[config.mk]
export PLATFORM = sky130hd
export DESIGN_NAME = hbd_sqrt_cell
export DESIGN_NICKNAME = d
export VERILOG_FILES = /design/src/design/haversine_bearing_distance_top_defines.svh /design/src/design/hbd_pkg.sv /design/src/design/hbd_sqrt_cell.sv
export SDC_FILE = /design/constraint.sdc
export NUM_CORES = 1
export LEC_CHECK = 0
export BUFFER_PORTS_ARGS = -buffer_cell sky130_fd_sc_hd__buf_2
export CAP_MARGIN = 0
export CORE_ASPECT_RATIO = 1.2
export CORE_UTILIZATION = 55
export CTS_BUF_LIST = sky130_fd_sc_hd__clkbuf_2
export DETAILED_ROUTE_END_ITERATION = 16
export PLACE_DENSITY = 0.84
export REMOVE_ABC_BUFFERS = 1
export SLEW_MARGIN = 20
export SYNTH_ARGS = -nofsm -noshare
export SYNTH_HDL_FRONTEND = slang
export SYNTH_SLANG_ARGS = --single-unit
[constraint.sdc]
create_clock -name clk -period 3.48 [get_ports clk]
set_input_delay 0.174 -clock clk [delete_from_list [all_inputs] [get_ports clk]]
set_output_delay 0.174 -clock clk [all_outputs]
set_load 0.05 [all_outputs]
[src/design/haversine_bearing_distance_top_defines.svh]
// Assertion macros shared by the haversine bearing and distance design.
// Include this header from any file that declares concurrent checks.
`ifndef HAVERSINE_BEARING_DISTANCE_TOP_DEFINES_SVH
`define HAVERSINE_BEARING_DISTANCE_TOP_DEFINES_SVH

`ifndef SYNTHESIS
// Plain property checked on every clock edge outside reset.
`define HBD_ASSERT(lbl, clk, rst_n, prop) \
  lbl: assert property (@(posedge clk) disable iff (!rst_n) (prop)) \
    else $error("hbd assertion failed");
// Same-cycle implication checked outside reset.
`define HBD_IMPLY(lbl, clk, rst_n, pre, post) \
  lbl: assert property (@(posedge clk) disable iff (!rst_n) (pre) |-> (post)) \
    else $error("hbd implication failed");
`else
`define HBD_ASSERT(lbl, clk, rst_n, prop)
`define HBD_IMPLY(lbl, clk, rst_n, pre, post)
`endif

`endif

[src/design/hbd_pkg.sv]
// Shared types, constants and tables for the haversine bearing and distance block.
// No dependencies; the cell modules and the top module import this package.
package hbd_pkg;

  // Data path widths.
  localparam int ROT_W    = 34;  // rotation CORDIC x, y and angle
  localparam int VEC_XY_W = 36;  // vectoring CORDIC x and y
  localparam int VEC_Z_W  = 35;  // vectoring CORDIC angle accumulator
  localparam int Q_W      = 34;  // signed Q30 products
  localparam int SQ_W     = 61;  // square root radicand and partial root
  localparam int SQRT_STEPS = 31;
  localparam int DV_W     = 31;  // offset degree value fed to the phase converter
  localparam int ATAN_ENTRIES = 40;

  // Configuration port.
  localparam int CFG_IDX_W = 2;
  localparam int CFG_DATA_W = 24;
  localparam logic [CFG_IDX_W-1:0] CFG_TIGHT = 2'd0;
  localparam logic [CFG_IDX_W-1:0] CFG_LOOSE = 2'd1;
  localparam logic [CFG_DATA_W-1:0] TIGHT_RESET = 24'd327680;
  localparam logic [CFG_DATA_W-1:0] LOOSE_RESET = 24'd983040;

  // Verdict codes.
  localparam logic [1:0] VERDICT_TIGHT  = 2'd0;
  localparam logic [1:0] VERDICT_LOOSE  = 2'd1;
  localparam logic [1:0] VERDICT_BEYOND = 2'd2;

  // Arithmetic constants.
  localparam logic [ROT_W-1:0] CORDIC_GAIN = 34'd652032874;
  localparam logic [Q_W-1:0]   ONE_Q30     = 34'd1073741824;
  localparam logic [24:0]      FULL_CIRCLE = 25'd23592960;
  localparam logic [23:0]      HALF_CIRCLE = 24'd11796480;
  localparam logic [31:0]      MILE_MUL    = 32'd3260268412;
  localparam logic [32:0]      KM_MUL      = 33'd5246880366;
  // Degrees are biased by 45 * 2^24 so the divide by 45 sees a positive value;
  // the bias adds 2^33 to the phase, which vanishes modulo one turn.
  localparam logic [DV_W-1:0]  DEG_OFFSET  = 31'd754974720;
  localparam logic [31:0]      DIV45_MUL   = 32'd3054198967;  // ceil(2^37 / 45)

  typedef struct packed {
    logic [ROT_W-1:0] x;
    logic [ROT_W-1:0] y;
    logic [ROT_W-1:0] z;
    logic             neg;
  } rot_t;

  typedef struct packed {
    logic [VEC_XY_W-1:0] x;
    logic [VEC_XY_W-1:0] y;
    logic [VEC_Z_W-1:0]  z;
    logic                zero;
  } vec_t;

  typedef struct packed {
    logic [SQ_W-1:0] n;
    logic [SQ_W-1:0] r;
  } sqrt_t;

  typedef struct packed {
    logic [24:0] head;
    logic        present;
  } side_t;

  // Arctangent of 2^-i in units of 2^-32 turn.
  function automatic logic [31:0] atan_entry(input int i);
    logic [31:0] v;
    unique case (i)
      0: v = 32'd536870912;   1: v = 32'd316933406;   2: v = 32'd167458907;
      3: v = 32'd85004756;    4: v = 32'd42667331;    5: v = 32'd21354465;
      6: v = 32'd10679838;    7: v = 32'd5340245;     8: v = 32'd2670163;
      9: v = 32'd1335087;     10: v = 32'd667544;     11: v = 32'd333772;
      12: v = 32'd166886;     13: v = 32'd83443;      14: v = 32'd41722;
      15: v = 32'd20861;      16: v = 32'd10430;      17: v = 32'd5215;
      18: v = 32'd2608;       19: v = 32'd1304;       20: v = 32'd652;
      21: v = 32'd326;        22: v = 32'd163;        23: v = 32'd81;
      24: v = 32'd41;         25: v = 32'd20;         26: v = 32'd10;
      27: v = 32'd5;          28: v = 32'd3;          29: v = 32'd1;
      30: v = 32'd1;
      default: v = 32'd0;
    endcase
    return v;
  endfunction

  // Phase contribution of the remainder r (0..44) of a degree value divided by 45,
  // floor((r * 4096 + 180) / 360), held as a constant table.
  function automatic logic [8:0] phase_frac(input logic [5:0] r);
    logic [8:0] v;
    unique case (r)
      6'd0:  v = 9'd0;    6'd1:  v = 9'd11;   6'd2:  v = 9'd23;   6'd3:  v = 9'd34;
      6'd4:  v = 9'd46;   6'd5:  v = 9'd57;   6'd6:  v = 9'd68;   6'd7:  v = 9'd80;
      6'd8:  v = 9'd91;   6'd9:  v = 9'd102;  6'd10: v = 9'd114;  6'd11: v = 9'd125;
      6'd12: v = 9'd137;  6'd13: v = 9'd148;  6'd14: v = 9'd159;  6'd15: v = 9'd171;
      6'd16: v = 9'd182;  6'd17: v = 9'd193;  6'd18: v = 9'd205;  6'd19: v = 9'd216;
      6'd20: v = 9'd228;  6'd21: v = 9'd239;  6'd22: v = 9'd250;  6'd23: v = 9'd262;
      6'd24: v = 9'd273;  6'd25: v = 9'd284;  6'd26: v = 9'd296;  6'd27: v = 9'd307;
      6'd28: v = 9'd319;  6'd29: v = 9'd330;  6'd30: v = 9'd341;  6'd31: v = 9'd353;
      6'd32: v = 9'd364;  6'd33: v = 9'd375;  6'd34: v = 9'd387;  6'd35: v = 9'd398;
      6'd36: v = 9'd410;  6'd37: v = 9'd421;  6'd38: v = 9'd432;  6'd39: v = 9'd444;
      6'd40: v = 9'd455;  6'd41: v = 9'd466;  6'd42: v = 9'd478;  6'd43: v = 9'd489;
      6'd44: v = 9'd501;
      default: v = 9'd0;
    endcase
    return v;
  endfunction

endpackage

[src/design/hbd_sqrt_cell.sv]
// One digit of a restoring integer square root, registered.
// Depends on hbd_pkg for the radicand and root widths.
module hbd_sqrt_cell #(
  parameter int STEP = 0
) (
  input  logic           clk,
  input  logic           en,
  input  hbd_pkg::sqrt_t a,
  output hbd_pkg::sqrt_t q_r
);
  import hbd_pkg::*;

  localparam logic [SQ_W-1:0] BIT_K = SQ_W'(1) << (SQ_W - 1 - 2 * STEP);

  logic [SQ_W-1:0] trial;
  sqrt_t q_nxt;

  // Keep the digit when the trial subtraction does not go negative.
  always_comb begin
    trial = a.r + BIT_K;
    if (a.n >= trial) begin
      q_nxt.n = a.n - trial;
      q_nxt.r = (a.r >> 1) + BIT_K;
    end else begin
      q_nxt.n = a.n;
      q_nxt.r = a.r >> 1;
    end
  end

  always_ff @(posedge clk) begin
    if (en) begin
      q_r <= q_nxt;
    end
  end
endmodule

Word-level counts from Yosys, hierarchy flattened:

Index checks and enable logic that the tools add are counted.

* register bits: 122
* output and inout bits: 122

* $add $sub $neg: 3
* $lt $le $gt $ge: 1
* mux-type cells: 1

Operators with widths (count)
* 122-bit two-way mux: 1
* 60-bit by 61-bit adder with 61-bit output, second input constant: 1
* 61-bit adder, second input constant: 1
* 61-bit greater-or-equal comparator: 1
* 61-bit subtractor: 1

Longest topological paths before layout:

* depth in word-level cells: 3
* gate-level depth with buffers: 16
* mapped depth without buffers: 13

Least setup slack after synthesis:

OpenSTA, ideal clock, no wires.

* path type: input-to-reg
* start point: input port a[61] (netlist name)
* end point: register q_r[119] (netlist name) (data pin)
* library setup time: 260 ps
* arrival time: 2681 ps
* path slack: 540 ps
* stages on the path: 13
* cell sequence: inv_1 > ha_1 > fa_1 > nor2b_1 > o31a_1 > o31a_1 > o2111ai_2 > a32o_2 > o41ai_2 > a31oi_2 > o31ai_2 > xor2_1 > mux2_2

RTL lines
* from (decl): RTL line hbd_sqrt_cell.sv:8 `input hbd_pkg::sqrt_t a,`
* to (signal assigned): RTL line hbd_sqrt_cell.sv:32 `q_r <= q_nxt;`
* to (decl): RTL line hbd_sqrt_cell.sv:9 `output hbd_pkg::sqrt_t q_r`

==> flow_summary.toml <==
[finish]
largest-register = "q_r"
flow.area_growth_from_synthesis_pct = 33.9
layout_commonest_cell = "buf_2"
largest_register_ff_count = 122
layout.filler_cells = 1020
final_util_pct = 75.8
largest_registers = "q_r: 122 flops"
layout.cells.most_common_list = "244 x buf_2, 122 x dlygate4sd3_1, 122 x edfxtp_1, 87 x a21oi_1, 70 x inv_1"
final_nets = 1399
post_route_cells_drive_above_1_share_pct = 31.1

[route]
finalWirelength_um = 24900
detail_route.first_pass.iterations = 5
viasPerCell = 5.66
dr.first_iter.drc_count = 730
antenna_left = 0
route.detailed.drc = 0
post_drt_wl_per_cell_um = 17.4
routed-via-count = 8095

[clocking]
cts_tree = "done"
path_clk_slew_ns = 0.17
cts_buffer_depth = 2
h-tree-depth = 4
number_of_gates_resized_after_cts = 0
clock_tree.root_cell = "clkbuf_2"
tritoncts.num_buffers = 17
cts.sink_count = 122

[sta]
timing.max_slew.rel_slack_pct = 51.9
final.hold.worst_slack_ns = 0.0673
setup-tns-final_ns = 0
final_critical_path_setup_slack_ns = 0.119
fin_crit_sh_pct = 96.6
timing.final.max_slew_violations = 0
fin_crit_ns = 3.36
fmax_ghz = 0.297
grt_setup_unrepaired = "no"
tightestPinTransition_ns = 0.721
total_count_of_hold_check_failures_in_the_final_report = 0
report.final.setup_viol = 0

[power]
power.share.combinational_pct = 41.3
internal_power_mw = 2.97
power_leakage_nw = 5.12
power.density_mw_per_mm2 = 431
share_clk_of_total_power_pct = 20.9
power.switching_fraction_pct = 39.7
total_switching_power_mw = 1.96
irDropWorstVdd_mv = 0.289
post-layout-total-power_mw = 4.93
seqPwrFrac_pct = 37.8

[critical_path]
worst_ep_required_ns = 3.95
critical_path.cell_chain = "dlygate4sd3_1 -> buf_2 -> inv_1 -> ha_1 -> and3_1 -> o21ai_0 -> a21boi_0 -> nor4b_2 -> nor3_2 -> and4b_1 -> nor3_2 -> or2_4 -> buf_12 -> nor2_1 -> a21oi_1 -> dlygate4sd3_1"
max_stage_delay_ns = 0.56
cp_data_arrival_time_ns = 3.83
worstPathBufferInverterCount = 5
worst_setup_path_startpoint = "a[3]"
startpoint_types = "primary input"
critical-path-slowest-cell = "dlygate4sd3_1"
timing.critical_path.fanout_max = 27
critical_path_depth = 16
end_kind = "flip-flop"
timing.critical_path.max_delay_family = "simple AND/OR/NAND/NOR gates"
classification_of_the_worst_setup_path = "primary input to flip-flop"

[floorplanning]
die_width_um = 116
design.die.area_sq_mm = 0.0160
io_pins = 246
initial_util_pct = 56.6
core_region_area_sq_mm = 0.0151
height_of_the_die_um = 138
floorplan.rows = 49

[global_route]
number_of_global_route_vias_before_repair = 8197
grt_pass1_wl_um = 39300
globalRouteOverflowTotal = 0
grt_start_max_net_pins = 72
grt_use_total_pct = 31.6
antenna_found_initial = 1

[min_path]
min_delay_worst_endpoint = "q_r[120]"
worstHoldPathType = "primary input to flip-flop"
hp-start = "a[120]"
hold-path-cell-count = 4

[yosys]
ys_warn_count = 0
synth.distinct_cells = 67
post_synth_instance_area_sq_mm = 0.00854
ys_seq_area_share_pct = 42.9
yosysTopAreaCellShare_pct = 42.9
ys_ff_latch = 122
synthDominantAreaCellType = "edfxtp_1"
dominantRegCellSynth = "edfxtp_1"
ys_async_sr_fraction_pct = 0
synth_area_per_cell_sq_um = 10.1
netlist_top_cells_area = "edfxtp_1 43%, ha_1 8.9%, a21oi_1 5.1%, inv_1 3.1%, xor2_1 3.1%"
number_of_synthesized_flops_with_an_enable_pin = 122
post_synth_inst_count = 846

[outcome]
outcome = "finished clean"

[placement]
dpl_worst_slack_ns = 0.194
io_buffer_count = 245
detailedPlacementHpwl_um = 16900
place_congestion = 0.888

[run]
number_of_max_cap_violations = 0
## layout make-up
cell class	count	area [sq um]	area share, %
multi-input combinational	610	4320	37.8
sequential	122	3660	32.0
timing repair buffer	392	2680	23.4
inverter	70	263	2.30
tap	204	255	2.23
clock inverter	10	150	1.31
clock buffer	21	105	0.919
antenna	1	2.50	0.0219
## worst max path at each step
stage                    end  slack [ns]
detailed placement  q_r[119]        0.19
finish               q_r[61]        0.12
CTS                  q_r[61]        0.18
floorplan           q_r[120]       -1.65
global route         q_r[61]        0.02
global placement    q_r[119]        0.26
## power by group through the flow
stage	clock network (mW)	logic [mW]	registers, mW
after floorplan	0	0.798	2.48
after global placement	0	1.85	1.89
after detailed placement	0	1.87	1.89
after CTS	1.03	1.99	1.86
after global routing	1.09	2.16	1.88
final	1.03	2.03	1.87
## cell families after synthesis
kind of cell,Yosys count,synth area share [%]
DFF,122,42.9
xor gates and xnor gates,57,5.85
muxes,19,2.51
buffers and inverters,114,6.55
and+or+nand+nor,226,13.4
adders and majority gates,62,9.17
AOI/OAI and AO/OA,246,19.6
## through the flow
stage          instance area (sq um)  instances
2_1_floorplan                   8240        802
3_3_place_gp                    9940       1275
3_5_place_dp                    9940       1275
4_1_cts                        11400       1428
5_1_grt                        11400       1430
6_report                       11400       1430
## what timing repair did
action	4_1_cts	5_1_grt
hold buffers	122	0
buffers inserted	0	1
hold endpoints to repair	131	0
endpoints found under the setup margin	0	1
## synth_stat cells (all sizes together) (19+ instances only)
library cell  count
edfxtp          122
inv              70
mux2             19
xor2             30
buf              30
nand2            55
o21ai            30
ha               61
xnor2            27
a21o             32
nand4            28
nor2             86
a21oi           115
## metal layers
layer	up-vias	track usage [%]	wire length [um]
met1	3814	35.5	9550
met4	0	14.0	963
li1	3807	-	-
met5	-	0	0
met3	83	6.23	1510
met2	391	56.9	12900
Power figures use the tool's default switching activity.
