$ cat src/design/haversine_bearing_distance_top_defines.svh
// Assertion macros shared by the haversine bearing and distance design.
// Include this header from any file that declares concurrent checks.
`ifndef HAVERSINE_BEARING_DISTANCE_TOP_DEFINES_SVH
`define HAVERSINE_BEARING_DISTANCE_TOP_DEFINES_SVH

`ifndef SYNTHESIS
// Plain property checked on every clock edge outside reset.
`define HBD_ASSERT(lbl, clk, rst_n, prop) \
  lbl: assert property (@(posedge clk) disable iff (!rst_n) (prop)) \
    else $error("hbd assertion failed");
// Same-cycle implication checked outside reset.
`define HBD_IMPLY(lbl, clk, rst_n, pre, post) \
  lbl: assert property (@(posedge clk) disable iff (!rst_n) (pre) |-> (post)) \
    else $error("hbd implication failed");
`else
`define HBD_ASSERT(lbl, clk, rst_n, prop)
`define HBD_IMPLY(lbl, clk, rst_n, pre, post)
`endif

`endif

$ cat src/design/hbd_pkg.sv
// Shared types, constants and tables for the haversine bearing and distance block.
// No dependencies; the cell modules and the top module import this package.
package hbd_pkg;

  // Data path widths.
  localparam int ROT_W    = 34;  // rotation CORDIC x, y and angle
  localparam int VEC_XY_W = 36;  // vectoring CORDIC x and y
  localparam int VEC_Z_W  = 35;  // vectoring CORDIC angle accumulator
  localparam int Q_W      = 34;  // signed Q30 products
  localparam int SQ_W     = 61;  // square root radicand and partial root
  localparam int SQRT_STEPS = 31;
  localparam int DV_W     = 31;  // offset degree value fed to the phase converter
  localparam int ATAN_ENTRIES = 40;

  // Configuration port.
  localparam int CFG_IDX_W = 2;
  localparam int CFG_DATA_W = 24;
  localparam logic [CFG_IDX_W-1:0] CFG_TIGHT = 2'd0;
  localparam logic [CFG_IDX_W-1:0] CFG_LOOSE = 2'd1;
  localparam logic [CFG_DATA_W-1:0] TIGHT_RESET = 24'd327680;
  localparam logic [CFG_DATA_W-1:0] LOOSE_RESET = 24'd983040;

  // Verdict codes.
  localparam logic [1:0] VERDICT_TIGHT  = 2'd0;
  localparam logic [1:0] VERDICT_LOOSE  = 2'd1;
  localparam logic [1:0] VERDICT_BEYOND = 2'd2;

  // Arithmetic constants.
  localparam logic [ROT_W-1:0] CORDIC_GAIN = 34'd652032874;
  localparam logic [Q_W-1:0]   ONE_Q30     = 34'd1073741824;
  localparam logic [24:0]      FULL_CIRCLE = 25'd23592960;
  localparam logic [23:0]      HALF_CIRCLE = 24'd11796480;
  localparam logic [31:0]      MILE_MUL    = 32'd3260268412;
  localparam logic [32:0]      KM_MUL      = 33'd5246880366;
  // Degrees are biased by 45 * 2^24 so the divide by 45 sees a positive value;
  // the bias adds 2^33 to the phase, which vanishes modulo one turn.
  localparam logic [DV_W-1:0]  DEG_OFFSET  = 31'd754974720;
  localparam logic [31:0]      DIV45_MUL   = 32'd3054198967;  // ceil(2^37 / 45)

  typedef struct packed {
    logic [ROT_W-1:0] x;
    logic [ROT_W-1:0] y;
    logic [ROT_W-1:0] z;
    logic             neg;
  } rot_t;

  typedef struct packed {
    logic [VEC_XY_W-1:0] x;
    logic [VEC_XY_W-1:0] y;
    logic [VEC_Z_W-1:0]  z;
    logic                zero;
  } vec_t;

  typedef struct packed {
    logic [SQ_W-1:0] n;
    logic [SQ_W-1:0] r;
  } sqrt_t;

  typedef struct packed {
    logic [24:0] head;
    logic        present;
  } side_t;

  // Arctangent of 2^-i in units of 2^-32 turn.
  function automatic logic [31:0] atan_entry(input int i);
    logic [31:0] v;
    unique case (i)
      0: v = 32'd536870912;   1: v = 32'd316933406;   2: v = 32'd167458907;
      3: v = 32'd85004756;    4: v = 32'd42667331;    5: v = 32'd21354465;
      6: v = 32'd10679838;    7: v = 32'd5340245;     8: v = 32'd2670163;
      9: v = 32'd1335087;     10: v = 32'd667544;     11: v = 32'd333772;
      12: v = 32'd166886;     13: v = 32'd83443;      14: v = 32'd41722;
      15: v = 32'd20861;      16: v = 32'd10430;      17: v = 32'd5215;
      18: v = 32'd2608;       19: v = 32'd1304;       20: v = 32'd652;
      21: v = 32'd326;        22: v = 32'd163;        23: v = 32'd81;
      24: v = 32'd41;         25: v = 32'd20;         26: v = 32'd10;
      27: v = 32'd5;          28: v = 32'd3;          29: v = 32'd1;
      30: v = 32'd1;
      default: v = 32'd0;
    endcase
    return v;
  endfunction

  // Phase contribution of the remainder r (0..44) of a degree value divided by 45,
  // floor((r * 4096 + 180) / 360), held as a constant table.
  function automatic logic [8:0] phase_frac(input logic [5:0] r);
    logic [8:0] v;
    unique case (r)
      6'd0:  v = 9'd0;    6'd1:  v = 9'd11;   6'd2:  v = 9'd23;   6'd3:  v = 9'd34;
      6'd4:  v = 9'd46;   6'd5:  v = 9'd57;   6'd6:  v = 9'd68;   6'd7:  v = 9'd80;
      6'd8:  v = 9'd91;   6'd9:  v = 9'd102;  6'd10: v = 9'd114;  6'd11: v = 9'd125;
      6'd12: v = 9'd137;  6'd13: v = 9'd148;  6'd14: v = 9'd159;  6'd15: v = 9'd171;
      6'd16: v = 9'd182;  6'd17: v = 9'd193;  6'd18: v = 9'd205;  6'd19: v = 9'd216;
      6'd20: v = 9'd228;  6'd21: v = 9'd239;  6'd22: v = 9'd250;  6'd23: v = 9'd262;
      6'd24: v = 9'd273;  6'd25: v = 9'd284;  6'd26: v = 9'd296;  6'd27: v = 9'd307;
      6'd28: v = 9'd319;  6'd29: v = 9'd330;  6'd30: v = 9'd341;  6'd31: v = 9'd353;
      6'd32: v = 9'd364;  6'd33: v = 9'd375;  6'd34: v = 9'd387;  6'd35: v = 9'd398;
      6'd36: v = 9'd410;  6'd37: v = 9'd421;  6'd38: v = 9'd432;  6'd39: v = 9'd444;
      6'd40: v = 9'd455;  6'd41: v = 9'd466;  6'd42: v = 9'd478;  6'd43: v = 9'd489;
      6'd44: v = 9'd501;
      default: v = 9'd0;
    endcase
    return v;
  endfunction

endpackage

$ cat src/design/hbd_vec_cell.sv
// One vectoring-mode CORDIC step for atan2, registered.
// Depends on hbd_pkg for the vectoring type and the arctangent table.
module hbd_vec_cell #(
  parameter int STEP = 0
) (
  input  logic          clk,
  input  logic          en,
  input  hbd_pkg::vec_t a,
  output hbd_pkg::vec_t q_r
);
  import hbd_pkg::*;

  localparam logic [VEC_Z_W-1:0] ATAN_K = VEC_Z_W'(atan_entry(STEP));

  logic signed [VEC_XY_W-1:0] xs, ys;
  logic y_pos;
  vec_t q_nxt;

  // Drive y toward zero and accumulate the angle turned.
  always_comb begin
    xs = $signed(a.x) >>> STEP;
    ys = $signed(a.y) >>> STEP;
    y_pos = !a.y[VEC_XY_W-1] && (a.y != '0);
    q_nxt = a;
    if (y_pos) begin
      q_nxt.x = a.x + ys;
      q_nxt.y = a.y - xs;
      q_nxt.z = a.z + ATAN_K;
    end else begin
      q_nxt.x = a.x - ys;
      q_nxt.y = a.y + xs;
      q_nxt.z = a.z - ATAN_K;
    end
  end

  always_ff @(posedge clk) begin
    if (en) begin
      q_r <= q_nxt;
    end
  end
endmodule

$ cat config.mk
export PLATFORM = sky130hd
export DESIGN_NAME = hbd_vec_cell
export DESIGN_NICKNAME = d
export VERILOG_FILES = /design/src/design/haversine_bearing_distance_top_defines.svh /design/src/design/hbd_pkg.sv /design/src/design/hbd_vec_cell.sv
export SDC_FILE = /design/constraint.sdc
export NUM_CORES = 1
export LEC_CHECK = 0
export ABC_AREA = 1
export ABC_CLOCK_PERIOD_IN_PS = 3050
export BUFFER_PORTS_ARGS = -buffer_cell sky130_fd_sc_hd__buf_2
export CAP_MARGIN = 10
export CORE_UTILIZATION = 58
export CTS_CLUSTER_SIZE = 20
export DETAILED_ROUTE_END_ITERATION = 12
export PLACE_DENSITY_LB_ADDON = 0.05
export SKIP_CTS_REPAIR_TIMING = 1
export SYNTH_ARGS = -nofsm -noshare
export SYNTH_HDL_FRONTEND = slang
export SYNTH_SLANG_ARGS = --single-unit
$ cat constraint.sdc
create_clock -name clk -period 3.05 [get_ports clk]
set_input_delay 0.305 -clock clk [delete_from_list [all_inputs] [get_ports clk]]
set_output_delay 0.305 -clock clk [all_outputs]
set_load 0.005 [all_outputs]
-- After elaboration in Yosys (flattened, before gate mapping)
Index checks and enable logic that the tools add are counted.
- $add $sub $neg: 5
- multiplexer cells: 1
- reductions and logical operators: 3
- operator list (cell ; number):
    $mux W107 ; 1
    $sub A36 B36 Y36 ; 2
    $add A36 B36 Y36 ; 1
    $reduce_bool A36 Y1 ; 1
    $add A35 B30 Y35 const B ; 1
    $sub A35 B30 Y35 const B ; 1
    $logic_and A1 B1 Y1 ; 1
    $logic_not A1 Y1 ; 1
- flip-flop bits (word level): 108
- bits of input ports: 110
- output and inout port bits: 108
- word-level logic and storage cells: 13

-- Longest topological paths before layout
- depth in word-level cells: 3
- mapped depth: 17
- gate-level depth less buffers: 16

-- Worst setup path after synthesis
OpenSTA, ideal clock, no wires.
- path type: in2reg
- start: input port a[57] (netlist name)
- end: register q_r[35] (netlist name) (data pin)
- setup time: 0.258 ns
- arrival time: 2.173 ns
- required time: 2.792 ns
- slack: 0.620 ns
- cell stages on the path: 15
- buffers on the path: 1
- cells stage by stage: nor4_1 -> nand3_1 -> nor2_1 -> nand2_1 -> nand2_2 -> buf_2 -> ha_1 -> a21oi_1 -> nand2_1 -> a21o_1 -> a21oi_1 -> inv_1 -> nand2_1 -> nand2_1 -> xnor2_1
- RTL lines (element ; RTL line ; RTL):
    start, declared ; hbd_vec_cell.sv:8 ; input hbd_pkg::vec_t a,
    end signal, assigned ; hbd_vec_cell.sv:38 ; q_r <= q_nxt;
    end, declared ; hbd_vec_cell.sv:9 ; output hbd_pkg::vec_t q_r

==> results by group <==
Timing
  – RSZ-0062 raised after global routing: false
  – Final worst path period need: 2.59 ns
  – Setup violators final: 0
  – Worst Tran Pin Value: 0.768 ns
  – Hold_ws: 0.118 ns
  – Rel. slew slack: 48.2%
  – Final Max Tran Viols: 0
  – Final Cycle Share: 84.8%
  – Highest clock rate: 387 MHz
  – Final Hold Vio Count: 0
  – Setup_tns: 0 ns

Layout
  – Final core occ: 67.7%
  – Max reg flops: 107
  – Filler Cells Inserted: 1734
  – Multi-input gate area: 6930 µm²
  – Fin nets: 2184
  – Biggest register: q_r
  – Register Area: 3210 µm²
  – Share of cells above drive strength 1: 15.4%
  – Biggest regs: q_r x107
  – P&R area growth vs syn: 14.1%
  – Antenna Cells: 0

Drt
  – WL met3: 6140 µm
  – Routed wire per std cell: 19.7 µm
  – Post-route ant nets: 0
  – DR pass1 iterations: 6
  – Met1 WL: 17700 µm
  – Routed wl met2: 18400 µm
  – Via density: 5.79
  – DRT iter0 DRCs: 1718
  – Top sig layer: met4
  – Final WL: 44000 µm
  – Drt drc: 0
  – Via count: 12.9k

Setup path
  – Largest fanout on the critical path: 4
  – Endpoint class of the critical path: register
  – CP Launch Type: input pin
  – CP delay by family, top: simple AND/OR/NAND/NOR gates
  – CP dominant cell by count: nand2_1
  – Slowest cell on the critical path: ha_1
  – Crit path largest cell delay: 0.30 ns
  – Crit-path cells: buf_2 -> nor4_1 -> buf_4 -> nand3_1 -> nor2_1 -> nand2_1 -> nand2_2 -> ha_1 -> a21oi_1 -> nand2_1 -> a21o_1 -> a21oi_1 -> inv_1 -> nand2_1 -> nand2_1 -> xnor2_1
  – Worst EP required: 3.16 ns
  – Worst EP arrival: 2.70 ns
  – Crit Path Category: in2reg
  – Buf/Inv on CP: 3

Synthesis
  – Synth unique cells: 38
  – Synth Area per Inst: 6.62 µm²
  – Yosys reg bits: 107
  – Seq/Total Area, Yosys: 27.8%
  – Predominant post-synthesis flop cell: edfxtp_1
  – Cell Area, Synth: 11600 µm²
  – Synth warn: 0
  – Mapped Cells: 1748
  – Number of synthesized flops with an enable pin: 107
  – Post-Syn Nets: 1971
  – Ys async rst share: 0%

Clocking
  – Worst-path clk slew: 0.08 ns
  – # clock sinks: 107
  – Clock Path Buffers: 2
  – H-tree depth: 3
  – CTS tree: yes
  – Root Driver: clkbuf_16
  – CTS buffer count: 9

Global routing
  – GR Overflow Total: 0
  – First-pass GRT wire length: 65000 µm
  – GRT Util Overall: 42.9%
  – Vias in the first global route: 11.7k
  – Initial antenna violation count: 0
  – Largest net degree at the start of global routing: 74

Hold path
  – Hold WC Path Type: in2reg

Placement
  – Port bufs: 217
  – Half-perimeter wire length after placement: 36600 µm
  – Final GP Congestion: 1.02

Floorplanning
  – Io pins: 218
  – Die width: 143 µm
  – Placement Rows: 51
  – Core Region: 19500 µm²
  – Die H: 143 µm
  – Initial Util: 59.3%
  – Die footprint: 20500 µm²

Pwr
  – Peak supply drop: 0.270 mV
  – Leakage power: 0.00703 µW
  – Power Density: 403 nW/µm²

Flow run
  – Max cap viols: 0

Run status
  – Outcome: complete, no violations
report_power, final:
| group | switching, µW | total, µW | leakage (µW) | internal, µW |
|---|---|---|---|---|
| logic | 1530 | 2260 | 0.00584 | 734 |
| clock network | 575 | 1150 | 0.000137 | 573 |
| registers | 54.4 | 1910 | 0.00105 | 1860 |
layout by cell type (no fill, tap or decap), drive strengths merged, types with 42 or more instances in the layout:
master	count
nand3	160
nor2	152
ha	109
a21oi	114
buf	249
o21ai	96
nand2	548
edfxtp	107
xor2	42
inv	296
stage by stage:
step | area (µm²) | setup WS (ns) | std cells | total power, µW
CTS | 13200 | 0.524 | 2231 | 5210
global route | 13200 | 0.282 | 2231 | 5540
floorplan | 11600 | 0.620 | 1748 | 3230
finish | 13200 | 0.464 | 2231 | 5320
global placement | 12900 | 0.299 | 2215 | 4030
detailed placement | 12900 | 0.206 | 2215 | 4090
per-layer routing:
| layer | vias up | track usage (%) |
|---|---|---|
| li1 | 5980 | - |
| met1 | 5819 | 59.5 |
| met2 | 991 | 65.1 |
| met3 | 117 | 9.13 |
| met4 | 0 | 16.2 |
| met5 | - | 0 |
synth_stat cells (6+ instances only):
| cell type | number | share of area (%) |
|---|---|---|
| nand2_1 | 540 | 18 |
| buf_6 | 7 | 0.68 |
| a21oi_1 | 109 | 4.7 |
| edfxtp_1 | 107 | 28 |
| ha_1 | 109 | 12 |
| nand4_1 | 17 | 0.92 |
| o21bai_1 | 23 | 1.5 |
| xor2_1 | 42 | 3.2 |
| o21ai_1 | 22 | 0.95 |
| o21ai_0 | 74 | 3.2 |
| and2_1 | 7 | 0.38 |
| nor2_2 | 12 | 0.65 |
| buf_2 | 14 | 0.61 |
| inv_1 | 288 | 9.3 |
| buf_4 | 24 | 1.6 |
| nand2_2 | 6 | 0.32 |
| nand3_1 | 157 | 6.8 |
| nor2_1 | 138 | 4.5 |
| nor3_1 | 9 | 0.39 |
cell families after synthesis:
kind of cell,count (synthesis),share of synthesized area (%)
compound gates,239,11.1
xor+xnor,47,3.56
fa+ha+maj,113,12.5
buf+inv,340,12.4
flops,107,27.8
simple gates,902,32.7
layout make-up:
class	count	share of cell area, %
clock buffer	10	1.73
clock inverter	6	0.426
inverter	293	8.32
multi-input combinational	1301	52.4
sequential	107	24.3
tap	265	2.51
timing repair buffer	249	10.2
path summary, 6_finish.rpt:
kind / startpoint / to / slack [ns] / cells past startpoint
worst max-delay path: a[61] / q_r[35]$_DFFE_PP_ / 0.46 / 16
worst min-delay path: a[8] / q_r[8]$_DFFE_PP_ / 0.12 / 1
(Power assumes the default switching activity.)
