### src/design/haversine_bearing_distance_top_defines.svh
// Assertion macros shared by the haversine bearing and distance design.
// Include this header from any file that declares concurrent checks.
`ifndef HAVERSINE_BEARING_DISTANCE_TOP_DEFINES_SVH
`define HAVERSINE_BEARING_DISTANCE_TOP_DEFINES_SVH

`ifndef SYNTHESIS
// Plain property checked on every clock edge outside reset.
`define HBD_ASSERT(lbl, clk, rst_n, prop) \
  lbl: assert property (@(posedge clk) disable iff (!rst_n) (prop)) \
    else $error("hbd assertion failed");
// Same-cycle implication checked outside reset.
`define HBD_IMPLY(lbl, clk, rst_n, pre, post) \
  lbl: assert property (@(posedge clk) disable iff (!rst_n) (pre) |-> (post)) \
    else $error("hbd implication failed");
`else
`define HBD_ASSERT(lbl, clk, rst_n, prop)
`define HBD_IMPLY(lbl, clk, rst_n, pre, post)
`endif

`endif

### src/design/hbd_pkg.sv
// Shared types, constants and tables for the haversine bearing and distance block.
// No dependencies; the cell modules and the top module import this package.
package hbd_pkg;

  // Data path widths.
  localparam int ROT_W    = 34;  // rotation CORDIC x, y and angle
  localparam int VEC_XY_W = 36;  // vectoring CORDIC x and y
  localparam int VEC_Z_W  = 35;  // vectoring CORDIC angle accumulator
  localparam int Q_W      = 34;  // signed Q30 products
  localparam int SQ_W     = 61;  // square root radicand and partial root
  localparam int SQRT_STEPS = 31;
  localparam int DV_W     = 31;  // offset degree value fed to the phase converter
  localparam int ATAN_ENTRIES = 40;

  // Configuration port.
  localparam int CFG_IDX_W = 2;
  localparam int CFG_DATA_W = 24;
  localparam logic [CFG_IDX_W-1:0] CFG_TIGHT = 2'd0;
  localparam logic [CFG_IDX_W-1:0] CFG_LOOSE = 2'd1;
  localparam logic [CFG_DATA_W-1:0] TIGHT_RESET = 24'd327680;
  localparam logic [CFG_DATA_W-1:0] LOOSE_RESET = 24'd983040;

  // Verdict codes.
  localparam logic [1:0] VERDICT_TIGHT  = 2'd0;
  localparam logic [1:0] VERDICT_LOOSE  = 2'd1;
  localparam logic [1:0] VERDICT_BEYOND = 2'd2;

  // Arithmetic constants.
  localparam logic [ROT_W-1:0] CORDIC_GAIN = 34'd652032874;
  localparam logic [Q_W-1:0]   ONE_Q30     = 34'd1073741824;
  localparam logic [24:0]      FULL_CIRCLE = 25'd23592960;
  localparam logic [23:0]      HALF_CIRCLE = 24'd11796480;
  localparam logic [31:0]      MILE_MUL    = 32'd3260268412;
  localparam logic [32:0]      KM_MUL      = 33'd5246880366;
  // Degrees are biased by 45 * 2^24 so the divide by 45 sees a positive value;
  // the bias adds 2^33 to the phase, which vanishes modulo one turn.
  localparam logic [DV_W-1:0]  DEG_OFFSET  = 31'd754974720;
  localparam logic [31:0]      DIV45_MUL   = 32'd3054198967;  // ceil(2^37 / 45)

  typedef struct packed {
    logic [ROT_W-1:0] x;
    logic [ROT_W-1:0] y;
    logic [ROT_W-1:0] z;
    logic             neg;
  } rot_t;

  typedef struct packed {
    logic [VEC_XY_W-1:0] x;
    logic [VEC_XY_W-1:0] y;
    logic [VEC_Z_W-1:0]  z;
    logic                zero;
  } vec_t;

  typedef struct packed {
    logic [SQ_W-1:0] n;
    logic [SQ_W-1:0] r;
  } sqrt_t;

  typedef struct packed {
    logic [24:0] head;
    logic        present;
  } side_t;

  // Arctangent of 2^-i in units of 2^-32 turn.
  function automatic logic [31:0] atan_entry(input int i);
    logic [31:0] v;
    unique case (i)
      0: v = 32'd536870912;   1: v = 32'd316933406;   2: v = 32'd167458907;
      3: v = 32'd85004756;    4: v = 32'd42667331;    5: v = 32'd21354465;
      6: v = 32'd10679838;    7: v = 32'd5340245;     8: v = 32'd2670163;
      9: v = 32'd1335087;     10: v = 32'd667544;     11: v = 32'd333772;
      12: v = 32'd166886;     13: v = 32'd83443;      14: v = 32'd41722;
      15: v = 32'd20861;      16: v = 32'd10430;      17: v = 32'd5215;
      18: v = 32'd2608;       19: v = 32'd1304;       20: v = 32'd652;
      21: v = 32'd326;        22: v = 32'd163;        23: v = 32'd81;
      24: v = 32'd41;         25: v = 32'd20;         26: v = 32'd10;
      27: v = 32'd5;          28: v = 32'd3;          29: v = 32'd1;
      30: v = 32'd1;
      default: v = 32'd0;
    endcase
    return v;
  endfunction

  // Phase contribution of the remainder r (0..44) of a degree value divided by 45,
  // floor((r * 4096 + 180) / 360), held as a constant table.
  function automatic logic [8:0] phase_frac(input logic [5:0] r);
    logic [8:0] v;
    unique case (r)
      6'd0:  v = 9'd0;    6'd1:  v = 9'd11;   6'd2:  v = 9'd23;   6'd3:  v = 9'd34;
      6'd4:  v = 9'd46;   6'd5:  v = 9'd57;   6'd6:  v = 9'd68;   6'd7:  v = 9'd80;
      6'd8:  v = 9'd91;   6'd9:  v = 9'd102;  6'd10: v = 9'd114;  6'd11: v = 9'd125;
      6'd12: v = 9'd137;  6'd13: v = 9'd148;  6'd14: v = 9'd159;  6'd15: v = 9'd171;
      6'd16: v = 9'd182;  6'd17: v = 9'd193;  6'd18: v = 9'd205;  6'd19: v = 9'd216;
      6'd20: v = 9'd228;  6'd21: v = 9'd239;  6'd22: v = 9'd250;  6'd23: v = 9'd262;
      6'd24: v = 9'd273;  6'd25: v = 9'd284;  6'd26: v = 9'd296;  6'd27: v = 9'd307;
      6'd28: v = 9'd319;  6'd29: v = 9'd330;  6'd30: v = 9'd341;  6'd31: v = 9'd353;
      6'd32: v = 9'd364;  6'd33: v = 9'd375;  6'd34: v = 9'd387;  6'd35: v = 9'd398;
      6'd36: v = 9'd410;  6'd37: v = 9'd421;  6'd38: v = 9'd432;  6'd39: v = 9'd444;
      6'd40: v = 9'd455;  6'd41: v = 9'd466;  6'd42: v = 9'd478;  6'd43: v = 9'd489;
      6'd44: v = 9'd501;
      default: v = 9'd0;
    endcase
    return v;
  endfunction

endpackage

### src/design/hbd_rot_cell.sv
// One rotation-mode CORDIC step for sine and cosine, registered.
// Depends on hbd_pkg for the rotation type and the arctangent table.
module hbd_rot_cell #(
  parameter int STEP = 0
) (
  input  logic          clk,
  input  logic          en,
  input  hbd_pkg::rot_t a,
  output hbd_pkg::rot_t q_r
);
  import hbd_pkg::*;

  localparam logic [ROT_W-1:0] ATAN_K = ROT_W'(atan_entry(STEP));

  logic signed [ROT_W-1:0] xs, ys;
  rot_t q_nxt;

  // Rotate toward zero residual angle.
  always_comb begin
    xs = $signed(a.x) >>> STEP;
    ys = $signed(a.y) >>> STEP;
    q_nxt = a;
    if (!a.z[ROT_W-1]) begin
      q_nxt.x = a.x - ys;
      q_nxt.y = a.y + xs;
      q_nxt.z = a.z - ATAN_K;
    end else begin
      q_nxt.x = a.x + ys;
      q_nxt.y = a.y - xs;
      q_nxt.z = a.z + ATAN_K;
    end
  end

  always_ff @(posedge clk) begin
    if (en) begin
      q_r <= q_nxt;
    end
  end
endmodule

### config.mk
export PLATFORM = sky130hd
export DESIGN_NAME = hbd_rot_cell
export DESIGN_NICKNAME = d
export VERILOG_FILES = /design/src/design/haversine_bearing_distance_top_defines.svh /design/src/design/hbd_pkg.sv /design/src/design/hbd_rot_cell.sv
export SDC_FILE = /design/constraint.sdc
export NUM_CORES = 1
export LEC_CHECK = 0
export ABC_CLOCK_PERIOD_IN_PS = 5860
export BUFFER_PORTS_ARGS = -buffer_cell sky130_fd_sc_hd__buf_2
export CELL_PAD_IN_SITES_DETAIL_PLACEMENT = 2
export CELL_PAD_IN_SITES_GLOBAL_PLACEMENT = 2
export CORE_MARGIN = 2
export CORE_UTILIZATION = 35
export CTS_CLUSTER_DIAMETER = 80
export DETAILED_ROUTE_END_ITERATION = 12
export PLACE_DENSITY = 0.9
export SLEW_MARGIN = 20
export SYNTH_ARGS = -nofsm -noshare
export SYNTH_HDL_FRONTEND = slang
export SYNTH_SLANG_ARGS = --single-unit
### constraint.sdc
create_clock -name clk -period 5.86 [get_ports clk]
set_input_delay 0.293 -clock clk [delete_from_list [all_inputs] [get_ports clk]]
set_output_delay 0.293 -clock clk [all_outputs]
set_load 0.01 [all_outputs]
# Word level (Yosys, flattened, before mapping)
# Index checks and enable logic that the tools add are counted.
[totals]
reg_bits = 103
inputBits = 105
output_inout_bits = 103
[classes]
n_mux = 1
n_addsub = 5
[ops]
columns = ["operator", "count"]
rows = [
  ["two-way mux 102 bit", 1],
  ["subtractor 34 bit", 2],
  ["adder 34 x 30 -> 34 bit (second input constant)", 1],
  ["adder 34 bit", 1],
  ["subtractor 34 x 30 -> 34 bit (second input constant)", 1],
]

# Depth between registers and ports, before layout
# Gate-level depths: netlist (run 1).
[logic_depth]
ltp_word = 2
ltp_mapped = 13

# Worst setup path before layout (run 1)
# OpenSTA, ideal clock, no wires.
[synth_path]
kind = "input to register"
startpoint = "input port a[35] (netlist bit)"
endpoint = "register q_r[65] (netlist bit), data pin"
required_time_ns = 5.593
stages = 12
setup_time_ns = 0.267
arrival_time_ns = 2.623
slack_ns = 2.970
path_cell_list = "ha_1 -> fa_1 -> nor2b_1 -> or3_1 -> a21oi_1 -> o21bai_2 -> a31oi_1 -> o31ai_2 -> a31oi_1 -> o41a_1 -> o32ai_1 -> xnor2_1"
[synth_lines]
columns = ["item", "line_no", "rtl"]
rows = [
  ["start, declared", "hbd_rot_cell.sv:8", "input hbd_pkg::rot_t a,"],
  ["end signal, assigned", "hbd_rot_cell.sv:36", "q_r <= q_nxt;"],
  ["end, declared", "hbd_rot_cell.sv:9", "output hbd_pkg::rot_t q_r"],
]

==> metrics, run 1 <==
P_int 1.59 mW; Max-Cap Viols 0; largest net degree at the start of global routing 86; 1st-iter DRT viols 684; Placer Congestion 0.942; Syn Inst Count 998; initial antenna violation count 0; Top Registers q_r (102); Seq/Total Area, Yosys 33.8%; power per standard cell area 245 nW/um^2; post-CTS setup buffer count 0; WP data required 5.96 ns; clk slew on worst S/H paths 0.09 ns; # hold bufs at CTS 0; Net Sw Frac 38.7%; Initial Util 35.8%; PostCTS Resize Cnt 0; first drt pass iteration count 5; HPWL after DPL 28700 um; Port Buffer Count 207; Ports 208; gr usage total 26.6%; ys async rst share 0%; n_diodes 0; Slew headroom 37.3%; setup violators final 0; CP max FO 17; post-route ant nets 0; unrepaired setup endpoints after global routing false; Clock Power Share 24.0%; Yosys top cell area share 33.8%; WL final 36300 um; critical path's slowest cell ha_1; std cell rows 58; Flop pwr share 37.7%; worst-margin pin slew 0.940 ns; DRC 0; Final Util 41.9%; CP Cell Sequence buf_2 > inv_1 > ha_1 > nand4_4 > or2_1 > o31ai_1 > a211oi_1 > o221ai_1 > a21oi_1 > or3_1 > a32o_1 > xnor2_1; max-slew violations 0; core area 25300 sq um; min Tclk post-route 3.78 ns; first-pass GRT wire length 55600 um; Primary FF master, synth edfxtp_1; Yosys top cell by area edfxtp_1; outcome finished, final reports clean; min-delay worst type in2reg; Clock Sink Count 102; area grow syn2layout 17.0%; most frequent cell after synthesis a21oi_1; H-tree levels 3; net switching power 1.01 mW; top cells by count, synth a21oi_1, edfxtp_1, ha_1, nor2_1, inv_1; syn avg cell area 9.08 sq um; Setup TNS 0 ns; Yosys warning total 0; syn_nets 1209; Final #Nets 1384; CTS buffer count 9; vias 8703; Hold Vio Cnt, Final 0; combinational share of power 38.3%; type of the worst setup path in2reg; Routed WL per cell 24.1 um; Worst setup EP type flip-flop; Post-synth EDFFs 102; CP arrival 3.88 ns; worst path bufs/invs 2; vias in the first global route 9366; CP max stage delay 0.79 ns; top cells by area, synth edfxtp_1, ha_1, a21oi_1, xnor2_1, nor2_1; Lkg Pwr 4.62 nW; Cell variety after synth 80; CTS tree done; Die W 165 um; delay-heaviest family, CP compound AO/OA/AOI/OAI gates; Die Y 165 um; Max IR drop VDD 0.140 mV; synthesized cell area 9060 sq um; Setup crit start kind primary input; most flop-heavy register q_r; Final Non-Filler Cells 1508; number of fill cells 2822; clock tree buffer depth 2; Die Area 27200 sq um; FMAX 264 MHz; fin crit share 64.5%; max reg flops 102; total grt overflow 0; layout cells sized above 1 21.4%; clock root cell clkbuf_16; # placed instances 1492; vias per inst 5.77; Synth Register Bits 102
## through the flow
stage,power (mW),instance area [sq um],setup WS (ns),hold slack (ns)
2_1_floorplan,1.57,9060,2.97,0.392
4_1_cts,2.60,10600,2.17,0.0934
6_report,2.60,10600,2.08,0.0996
5_1_grt,2.71,10600,1.98,0.0946
3_5_place_dp,1.98,10300,1.81,0.472
3_3_place_gp,1.92,10300,1.89,0.469
## layout make-up
class                   instances  area, sq um  share of cell area [%]
multi-input cells             746         5380                    50.8
flip-flops and latches        102         3060                    28.9
repair buffers                211         1070                    10.1
well taps                     330          413                    3.89
inverters                     103          392                    3.69
clock buffers                  10          229                    2.16
clock inverters                 6         52.6                   0.496
## path summary, 6_finish.rpt
kind,cells after the start,endpoint,slack [ns],start
worst max-delay path,12,q_r[102]$_DFFE_PP_,2.08,a[50]
worst min-delay path,1,q_r[26]$_DFFE_PP_,0.1,a[26]
## metal layers
metal | vias to the layer above | global-route usage (%) | share of wire, %
li1 | 3919 | - | -
met1 | 4345 | 33.2 | 41
met2 | 374 | 47.9 | 50
met3 | 65 | 3.06 | 5.8
met4 | 0 | 8.22 | 2.7
met5 | - | 0 | 0
## cell usage in the layout (no fill, tap or decap), types with 9 or more instances in the layout
master / netlist / final
buf_2: 6 / 206
nor3_1: 23 / 23
edfxtp_1: 102 / 102
o31ai_1: 10 / 10
xnor2_1: 65 / 65
inv_1: 96 / 96
mux2i_1: 16 / 16
clkbuf_16: 0 / 9
o21a_1: 11 / 11
nand3_1: 11 / 11
nand2_1: 43 / 43
nand4_1: 10 / 10
a21o_1: 21 / 21
o21bai_1: 22 / 22
ha_1: 102 / 102
a21oi_1: 118 / 118
nor2b_1: 11 / 11
nor2_1: 99 / 99
o21ai_0: 50 / 50
## kinds of logic after synthesis
group | count (synthesis) | share of synthesized area, %
buffers and inverters | 150 | 6.78
AO/OA/AOI/OAI | 319 | 23.6
adder cells (fa/ha/maj) | 106 | 15.0
flip-flops | 102 | 33.8
AND/OR/NAND/NOR | 236 | 12.4
multiplexers | 16 | 1.77
XOR/XNOR | 69 | 6.67
## power groups by stage
stage	Clock [mW]	Sequential, mW	Combinational [mW]
after floorplan	0	1.04	0.530
after global placement	0	0.986	0.930
after detailed placement	0	0.998	0.977
after CTS	0.630	0.982	0.988
after global routing	0.649	0.989	1.07
final	0.625	0.979	0.996
Power figures use the tool's default switching activity.
==> inputs of run 2 (changes only) <==
- ABC_CLOCK_PERIOD_IN_PS: 5860 -> 3350
- CORE_UTILIZATION: 35 -> 30
- PLACE_DENSITY: 0.9 -> 0.83
- clock period: 5.86 -> 3.35 ns (I/O delays scaled with it)
==> run 2 against run 1 <==
Sequential share of layout area fell by 2.5 points. Critical endpoint is now q_r[67]$_DFFE_PP_. Sequential cell count is the same. Via count grew 3.6%.
==> metrics, run 2 (synthesis gave the netlist of run 1 again) <==
outcome finished, final reports clean (unchanged); Placer Congestion 0.892 (was 0.942); CP Cell Sequence buf_2 > buf_4 > ha_1 > fa_1 > nor2b_1 > or3_1 > a21oi_1 > o21bai_2 > a311oi_1 > buf_4 > o21ai_1 > nand3_1 > o2bb2ai_1 > o32ai_1 > xnor2_1 (was buf_2 > inv_1 > ha_1 > nand4_4 > or2_1 > o31ai_1 > a211oi_1 > o221ai_1 > a21oi_1 > or3_1 > a32o_1 > xnor2_1); first drt pass iteration count 5 (unchanged); CP max stage delay 0.43 ns (was 0.79 ns); CP Launch Point a[35] (was a[50]); 1st-iter DRT viols 512 (was 684); Worst setup EP type flip-flop (unchanged); WP data required 3.46 ns (was 5.96 ns); most flop-heavy register q_r (unchanged); CTS buffer count 9 (unchanged); FMAX 311 MHz; critical path's slowest cell fa_1 (was ha_1); area grow syn2layout 28.2% (was 17.0%); initial antenna violation count 0 (unchanged); min Tclk post-route 3.22 ns; Ports 208 (unchanged); Routed WL per cell 22.3 um (was 24.1 um); Pwr Total 4.73 mW (was 2.60 mW); DRC 0 (unchanged); type of the worst setup path in2reg (unchanged); Lkg Pwr 5.16 nW (was 4.62 nW); min-delay worst type in2reg (unchanged); start point of the worst hold path a[13] (was a[26]); n_diodes 0 (unchanged); Die W 178 um (was 165 um); first-pass GRT wire length 57000 um (was 55600 um); Net Sw Frac 38.0% (was 38.7%); Clock Power Share 23.5% (was 24.0%); power per standard cell area 407 nW/um^2 (was 245 nW/um^2); Setup crit start kind primary input (unchanged); HPWL after DPL 29400 um (was 28700 um); net switching power 1.80 mW (was 1.01 mW); Hold Vio Cnt, Final 0 (unchanged); max-slew violations 0 (unchanged); worst path bufs/invs 3 (was 2); Final #Nets 1494 (was 1384); vias 9020 (was 8703); post-CTS setup buffer count 0 (unchanged); Max-Cap Viols 0 (unchanged); CP max FO 4 (was 17); # placed instances 1637 (was 1492); Slew headroom 38.6% (was 37.3%); delay-heaviest family, CP compound AO/OA/AOI/OAI gates (unchanged); worst-margin pin slew 0.922 ns (was 0.940 ns); cell area after layout 11600 sq um (was 10600 sq um); H-tree levels 3 (unchanged); Crit path top cell by count buf_4; std cell rows 63 (was 58); P_int 2.93 mW (was 1.59 mW); Final Non-Filler Cells 1678 (was 1508); Clock Sink Count 102 (unchanged); clock root cell clkbuf_16 (unchanged); fin crit share 96.1%; layout cells sized above 1 26.6% (was 21.4%); Die Y 178 um (was 165 um); vias in the first global route 9765 (was 9366); commonest non-fill, non-tap cells in the layout buf_2, a21oi_1, ha_1, edfxtp_1, nor2_1 (unchanged); setup violators final 0 (unchanged); largest net degree at the start of global routing 76 (was 86); Flop pwr share 36.0% (was 37.7%); Top Registers q_r (102) (unchanged); core area 29700 sq um (was 25300 sq um); combinational share of power 40.4% (was 38.3%); post-route ant nets 0 (unchanged); worst setup margin 0.130 ns (was 2.08 ns); CP arrival 3.33 ns (was 3.88 ns); gr usage total 23.3% (was 26.6%); Die Area 31600 sq um (was 27200 sq um); Port Buffer Count 207 (unchanged); max reg flops 102 (unchanged); Worst path depth 15 (was 12); Setup WS pre-CTS -0.352 ns (was 1.81 ns); Post-DP Area 11000 sq um (was 10300 sq um); clk slew on worst S/H paths 0.08 ns (was 0.09 ns); clock tree buffer depth 2 (unchanged); most common cell after layout, fill and taps aside buf_2 (unchanged); Max IR drop VDD 0.229 mV (was 0.140 mV); Final Util 39.1% (was 41.9%); WHS Path Cells 1 (unchanged); vias per inst 5.38 (was 5.77); unrepaired setup endpoints after global routing false (unchanged); Initial Util 30.5% (was 35.8%); WL final 37400 um (was 36300 um); CTS tree done (unchanged); number of fill cells 3322 (was 2822); total grt overflow 0 (unchanged)
## run 2: final cells by class
cell class,count,area [sq um],share of cell area (%)
clock buffers,9,225,1.94
flip-flops and latches,102,3060,26.4
inverters,103,392,3.37
multi-input cells,746,5410,46.6
well taps,390,488,4.20
clock inverters,7,62.6,0.539
repair buffers,321,1970,17.0
## run 2: routing by layer
metal	global-route usage (%)	vias to the layer above	share of wire (%)
met5	0	-	0
li1	-	4140	-
met4	6.28	0	2.2
met1	28.8	4568	43
met3	2.72	53	4.3
met2	42.6	259	50
## run 2: final timing paths
kind,end
worst min-delay path,q_r[13]$_DFFE_PP_
worst max-delay path,q_r[67]$_DFFE_PP_
## run 2: per-stage QoR
step | hold slack (ns) | setup TNS, ns
finish | 0.00381 | 0
CTS | 0.00509 | 0
detailed placement | 0.346 | -2.84
global route | 0.000689 | 0
global placement | 0.344 | -0.870
floorplan | 0.266 | 0
## run 2: power groups by stage
stage	combinational (mW)	sequential (mW)	clock, mW
2_1_floorplan	0.926	1.82	0
3_3_place_gp	1.78	1.72	0
3_5_place_dp	1.85	1.74	0
4_1_cts	1.90	1.71	1.13
5_1_grt	2.06	1.72	1.17
6_report	1.91	1.70	1.11
## run 2: what timing repair did
| item | in CTS | in global routing |
|---|---|---|
| resized for setup | 1 | 6 |
| hold buffers | 25 | 0 |
| endpoints found under the setup margin | 1 | 10 |
| endpoints found under the hold margin | 25 | 0 |
| pin swaps | 0 | 0 |
